<file path="src/vertex_transform_4x4_assert.svh">
// Assertion macros shared by the vertex transform RTL.
// Needs nothing else; define ASSERT_OFF to compile the checks away.
`ifndef VERTEX_TRANSFORM_4X4_ASSERT_SVH
`define VERTEX_TRANSFORM_4X4_ASSERT_SVH

`ifndef ASSERT_OFF
`define VT_ASSERT(lbl, clk, rst_n, prop) \
  lbl: assert property (@(posedge clk) disable iff (!rst_n) prop) \
    else $error("vertex transform check failed");
`define VT_ASSERT_NEVER(lbl, clk, rst_n, cond) \
  lbl: assert property (@(posedge clk) disable iff (!rst_n) !(cond)) \
    else $error("vertex transform forbidden condition seen");
`else
`define VT_ASSERT(lbl, clk, rst_n, prop)
`define VT_ASSERT_NEVER(lbl, clk, rst_n, cond)
`endif

`endif

</file>
<file path="src/vt_pkg.sv">
// Shared types and constants of the vertex transform unit.
// No dependencies.
package vt_pkg;

  localparam int unsigned FRAC_BITS   = 16;
  localparam int unsigned QUEUE_DEPTH = 2;
  localparam int unsigned DATA_W      = 32;
  localparam int unsigned IDX_W       = 4;
  localparam int unsigned N_ENTRIES   = 16;

  typedef enum logic {
    OP_LOAD  = 1'b0,
    OP_POINT = 1'b1
  } vt_op_e;

  typedef struct packed {
    vt_op_e              op;
    logic [IDX_W-1:0]    idx;
    logic [DATA_W-1:0]   value;
    logic [DATA_W-1:0]   x;
    logic [DATA_W-1:0]   y;
    logic [DATA_W-1:0]   z;
  } vt_item_t;

  typedef struct packed {
    logic     valid;
    vt_item_t item;
  } vt_issue_t;

endpackage

</file>
<file path="src/vt_front.sv">
// Front end of the vertex transform unit: takes items, decodes their kind
// and holds them in a short in-order queue. Depends on vt_pkg.
`include "vertex_transform_4x4_assert.svh"

module vt_front import vt_pkg::*; #(
  parameter int unsigned QueueDepth = QUEUE_DEPTH
) (
  input  logic                     clk_i,
  input  logic                     rst_ni,
  input  logic                     in_valid_i,
  output logic                     in_ready_o,
  input  logic                     kind_i,
  input  logic [IDX_W-1:0]         entry_index_i,
  input  logic signed [DATA_W-1:0] entry_value_i,
  input  logic signed [DATA_W-1:0] point_x_i,
  input  logic signed [DATA_W-1:0] point_y_i,
  input  logic signed [DATA_W-1:0] point_z_i,
  output vt_issue_t                issue_o,
  input  logic                     issue_ready_i
);

  localparam int unsigned PtrW = (QueueDepth > 1) ? $clog2(QueueDepth) : 1;
  localparam int unsigned CntW = $clog2(QueueDepth + 1);

  vt_item_t          q_mem [QueueDepth];
  logic [PtrW-1:0]   wr_ptr_q, wr_ptr_d, rd_ptr_q, rd_ptr_d;
  logic [CntW-1:0]   cnt_q, cnt_d;
  logic              push, pop;
  vt_item_t          new_item;

  always_comb begin
    new_item.op    = vt_op_e'(kind_i);
    new_item.idx   = entry_index_i;
    new_item.value = entry_value_i;
    new_item.x     = point_x_i;
    new_item.y     = point_y_i;
    new_item.z     = point_z_i;
  end

  assign in_ready_o    = (cnt_q != CntW'(QueueDepth));
  assign push          = in_valid_i && in_ready_o;
  assign issue_o.valid = (cnt_q != '0);
  assign issue_o.item  = q_mem[rd_ptr_q];
  assign pop           = issue_o.valid && issue_ready_i;

  always_comb begin
    wr_ptr_d = wr_ptr_q;
    rd_ptr_d = rd_ptr_q;
    cnt_d    = cnt_q;
    if (push) begin
      wr_ptr_d = (wr_ptr_q == PtrW'(QueueDepth - 1)) ? '0 : wr_ptr_q + 1'b1;
    end
    if (pop) begin
      rd_ptr_d = (rd_ptr_q == PtrW'(QueueDepth - 1)) ? '0 : rd_ptr_q + 1'b1;
    end
    if (push && !pop) begin
      cnt_d = cnt_q + 1'b1;
    end else if (pop && !push) begin
      cnt_d = cnt_q - 1'b1;
    end
  end

  always_ff @(posedge clk_i or negedge rst_ni) begin
    if (!rst_ni) begin
      wr_ptr_q <= '0;
      rd_ptr_q <= '0;
      cnt_q    <= '0;
    end else begin
      wr_ptr_q <= wr_ptr_d;
      rd_ptr_q <= rd_ptr_d;
      cnt_q    <= cnt_d;
    end
  end

  // Queue storage is payload only and needs no reset.
  always_ff @(posedge clk_i) begin
    if (push) begin
      q_mem[wr_ptr_q] <= new_item;
    end
  end

  `VT_ASSERT_NEVER(a_cnt_in_range, clk_i, rst_ni, cnt_q > CntW'(QueueDepth))
  `VT_ASSERT(a_pop_drains, clk_i, rst_ni, (pop && !push) |=> cnt_q == $past(cnt_q) - 1'b1)
  `VT_ASSERT(a_issue_hold, clk_i, rst_ni,
             (issue_o.valid && !issue_ready_i) |=> issue_o.valid && $stable(issue_o.item))

endmodule

</file>
<file path="config.mk">
export PLATFORM = sky130hd
export DESIGN_NAME = vt_front
export DESIGN_NICKNAME = d
export VERILOG_FILES = /design/src/vt_pkg.sv /design/src/vt_front.sv
export VERILOG_INCLUDE_DIRS = /design/src /design/src/src
export SDC_FILE = /design/constraint.sdc
export NUM_CORES = 1
export LEC_CHECK = 0
export ABC_AREA = 1
export BUFFER_PORTS_ARGS = -buffer_cell sky130_fd_sc_hd__buf_2
export CAP_MARGIN = 10
export CORE_MARGIN = 3
export CORE_UTILIZATION = 44
export CTS_BUF_LIST = sky130_fd_sc_hd__clkbuf_8 sky130_fd_sc_hd__clkbuf_16
export CTS_CLUSTER_DIAMETER = 60
export DETAILED_ROUTE_END_ITERATION = 7
export PLACE_DENSITY = 0.69
export SLEW_MARGIN = 20
export SYNTH_ARGS = -nofsm -noshare
export SYNTH_HDL_FRONTEND = slang
export SYNTH_SLANG_ARGS = --single-unit
</file>
<file path="constraint.sdc">
create_clock -name clk_i -period 12.65 [get_ports clk_i]
set_input_delay 0.6325 -clock clk_i [delete_from_list [all_inputs] [get_ports clk_i]]
set_output_delay 0.6325 -clock clk_i [all_outputs]
set_load 0.005 [all_outputs]
</file>
==> impl_metrics.csv <==
group,metric,value,unit
min_path,holdPathEnd,"q_mem[1][73]",
power_and_ir_drop,max-vdd-ir-drop,0.132,mV
routing,vias,6168,
routing,firstDrtPassIters,4,
floorplanning,die_x,156,µm
sta,period_share,29.7,%
clocking,h-tree-depth,1,
sta,setup_viol,0,
yosys,synth-seq-cells,270,
placed_design,port_buffers,271,
floorplanning,coreArea,22000,µm²
clocking,clkTransAtPathRegs,0.06,ns
global_routing,antenna_found_initial,0,
final_layout,area.growth.synth_to_final,26.0,%
power_and_ir_drop,power.leakage,5.41,nW
min_path,hold_path_class,"in2reg",
job,drv_cap,0,
sta,max_freq,267,MHz
min_path,hold_depth,1,
floorplanning,fp.dieArea,24300,µm²
floorplanning,top_level_ports,272,
final_layout,mostFrequentLayoutCells,"409 x nand2_1, 271 x buf_2, 266 x edfxtp_1, 29 x clkbuf_16, 12 x inv_1",
sta,tightest_slew,1.12,ns
worst_setup_path,endpoint_kind,"primary output",
min_path,min_from,"point_x_i[9]",
placed_design,place_congestion,0.736,
worst_setup_path,worstSetupPathType,"reg2out",
final_layout,layout_commonest_cell,"nand2_1",
floorplanning,start_util,45.0,%
worst_setup_path,r2r-end,"q_mem[1][111]",
global_routing,gr-total-overflow,0,
worst_setup_path,setup.worst_path.start_class,"flip-flop",
yosys,synth_area_per_cell,13.7,µm²
worst_setup_path,critPathMaxFanout,96,
floorplanning,num_rows,54,
worst_setup_path,required,12.02,ns
sta,setup_tns,0,ns
sta,drv_slew,0,
clocking,post-cts-setup-buffer-count,0,
routing,drc_errors,0,
routing,drtIter0Drc,360,
clocking,worstSkewPairLatency,0.52,ns
clocking,cts_sinks,270,
final_layout,nets,1141,
sta,clock_skew,0.00593,ns
routing,avgViaCountPerCell,4.72,
routing,drt-wirelength-per-cell,16.1,µm
clocking,max-clock-path-buffers,3,
clocking,cts_buffers,28,
yosys,synth_cells,723,
final_layout,fill_cells,1787,
clocking,cts_tree,"done",
yosys,netlist_area,9890,µm²
yosys,yosys_warnings,0,
sta,relSlewSlack,25.5,%
clocking,cts-root-buf,"clkbuf_16",
sta,finalHoldWorstSlack,0.294,ns
final_layout,drive_above_1_share,31.7,%
worst_setup_path,r2r_start,"cnt_q[0]",
yosys,ys_seq_area_share,81.8,%
global_routing,grt_pass1_wl,31.4,mm
routing,antenna_left,0,
routing,wirelength,21.0,mm
worst_setup_path,r2r_slack,9.41,ns
yosys,ys_types,14,
outcome,outcome,"completed",
floorplanning,die_h,156,µm
global_routing,grt_pass1_vias,5877,
global_routing,grt_use_total,16.4,%
yosys,synth_nets,861,
power_and_ir_drop,power.density,235,nW/µm²
worst_setup_path,reg2regPathDepth,6,
placed_design,dp_hpwl,13.2,mm
sta,fin_crit,3.75,ns
sta,rsz0062_at_grt,"false",
sta,finalHoldViolations,0,
global_routing,grt_max_degree,97,
worst_setup_path,cp.arrival,3.12,ns
[worst max-delay path, stage by stage (launching register included)]
cell,delay [ns]
dfrtp_4,0.73
inv_4,0.46
buf_4,0.85
nand2_1,0.12
nand2_1,0.13
buf_2,0.12
[kinds of logic (layout without fill, tap and decap cells)]
logic type    count (synthesis)  count (layout)  synth area share, %
buf+inv                      36             338                 2.18
other cells                   0               1                    0
fa+ha+maj                     1               1                0.126
simple gates                414             414                 15.8
xor+xnor                      2               2                0.177
flops                       270             270                 81.8
[where the power goes]
group / internal (mW) / switching [mW] / total, mW
Combinational: 0.279 / 0.512 / 0.791
Clock: 0.515 / 0.323 / 0.838
Sequential: 1.22 / 0.0737 / 1.30
Total: 2.02 / 0.909 / 2.93
[registers in the layout (all words and copies together), names as in the netlist]
register  cells
cnt_q         2
wr_ptr_q      1
rd_ptr_q      1
q_mem       266
[cell type report]
type	count	area [µm²]	area share, %
Antenna cell	1	2.50	0.0201
Multi-Input combinational cell	417	1600	12.9
Tap cell	280	350	2.81
Sequential cell	270	8090	64.9
Timing Repair Buffer	279	1420	11.4
Inverter	7	28.8	0.231
Clock buffer	32	767	6.15
Clock inverter	20	204	1.64
[worst max path at each step]
stage | end | start | slack, ns
finish | issue_o[67] | rd_ptr_q | 8.90
global route | issue_o[106] | rd_ptr_q | 8.68
CTS | issue_o[67] | rd_ptr_q | 8.86
detailed placement | q_mem[1][73] | in_valid_i | 9.10
global placement | q_mem[1][88] | in_valid_i | 9.11
floorplan | q_mem[0][0] | in_valid_i | 5.76
[cell usage after synthesis]
| cell | count | area (µm²) |
|---|---|---|
| buf_6 | 1 | 11.3 |
| ha_1 | 1 | 12.5 |
| buf_2 | 14 | 70.1 |
| xor2_1 | 1 | 8.76 |
| nor2_1 | 2 | 7.51 |
| dfrtp_1 | 4 | 100 |
| nand4_1 | 1 | 6.26 |
| xnor2_1 | 1 | 8.76 |
| inv_1 | 6 | 22.5 |
| buf_4 | 14 | 105 |
| nand3_1 | 2 | 10.0 |
| edfxtp_1 | 266 | 7990 |
| inv_4 | 1 | 6.26 |
| nand2_1 | 409 | 1540 |
[metrics by stage]
stage	setup WS [ns]	total power [mW]	instances	area [µm²]	util [%]
floorplan	5.76	1.79	723	9890	-
global placement	9.11	2.11	1252	11500	52.3
detailed placement	9.10	2.13	1252	11500	52.3
CTS	8.86	2.98	1305	12500	56.8
global route	8.68	3.11	1305	12500	56.8
finish	8.90	2.93	1306	12500	56.8
[per-layer routing]
layer / GRT usage [%] / share of wire [%] / up-vias
met4: 4.63 / 2.0 / 0
li1: - / - / 3013
met2: 25.5 / 46 / 261
met1: 22.4 / 41 / 2860
met5: 0 / 0 / -
met3: 5.24 / 11 / 34
[repair_timing]
action                                  CTS  global route
hold endpoints to repair                  4             0
gates resized for setup                   0             0
endpoints found under the setup margin    0             0
hold buffers                              1             0
(Power assumes the default switching activity.)
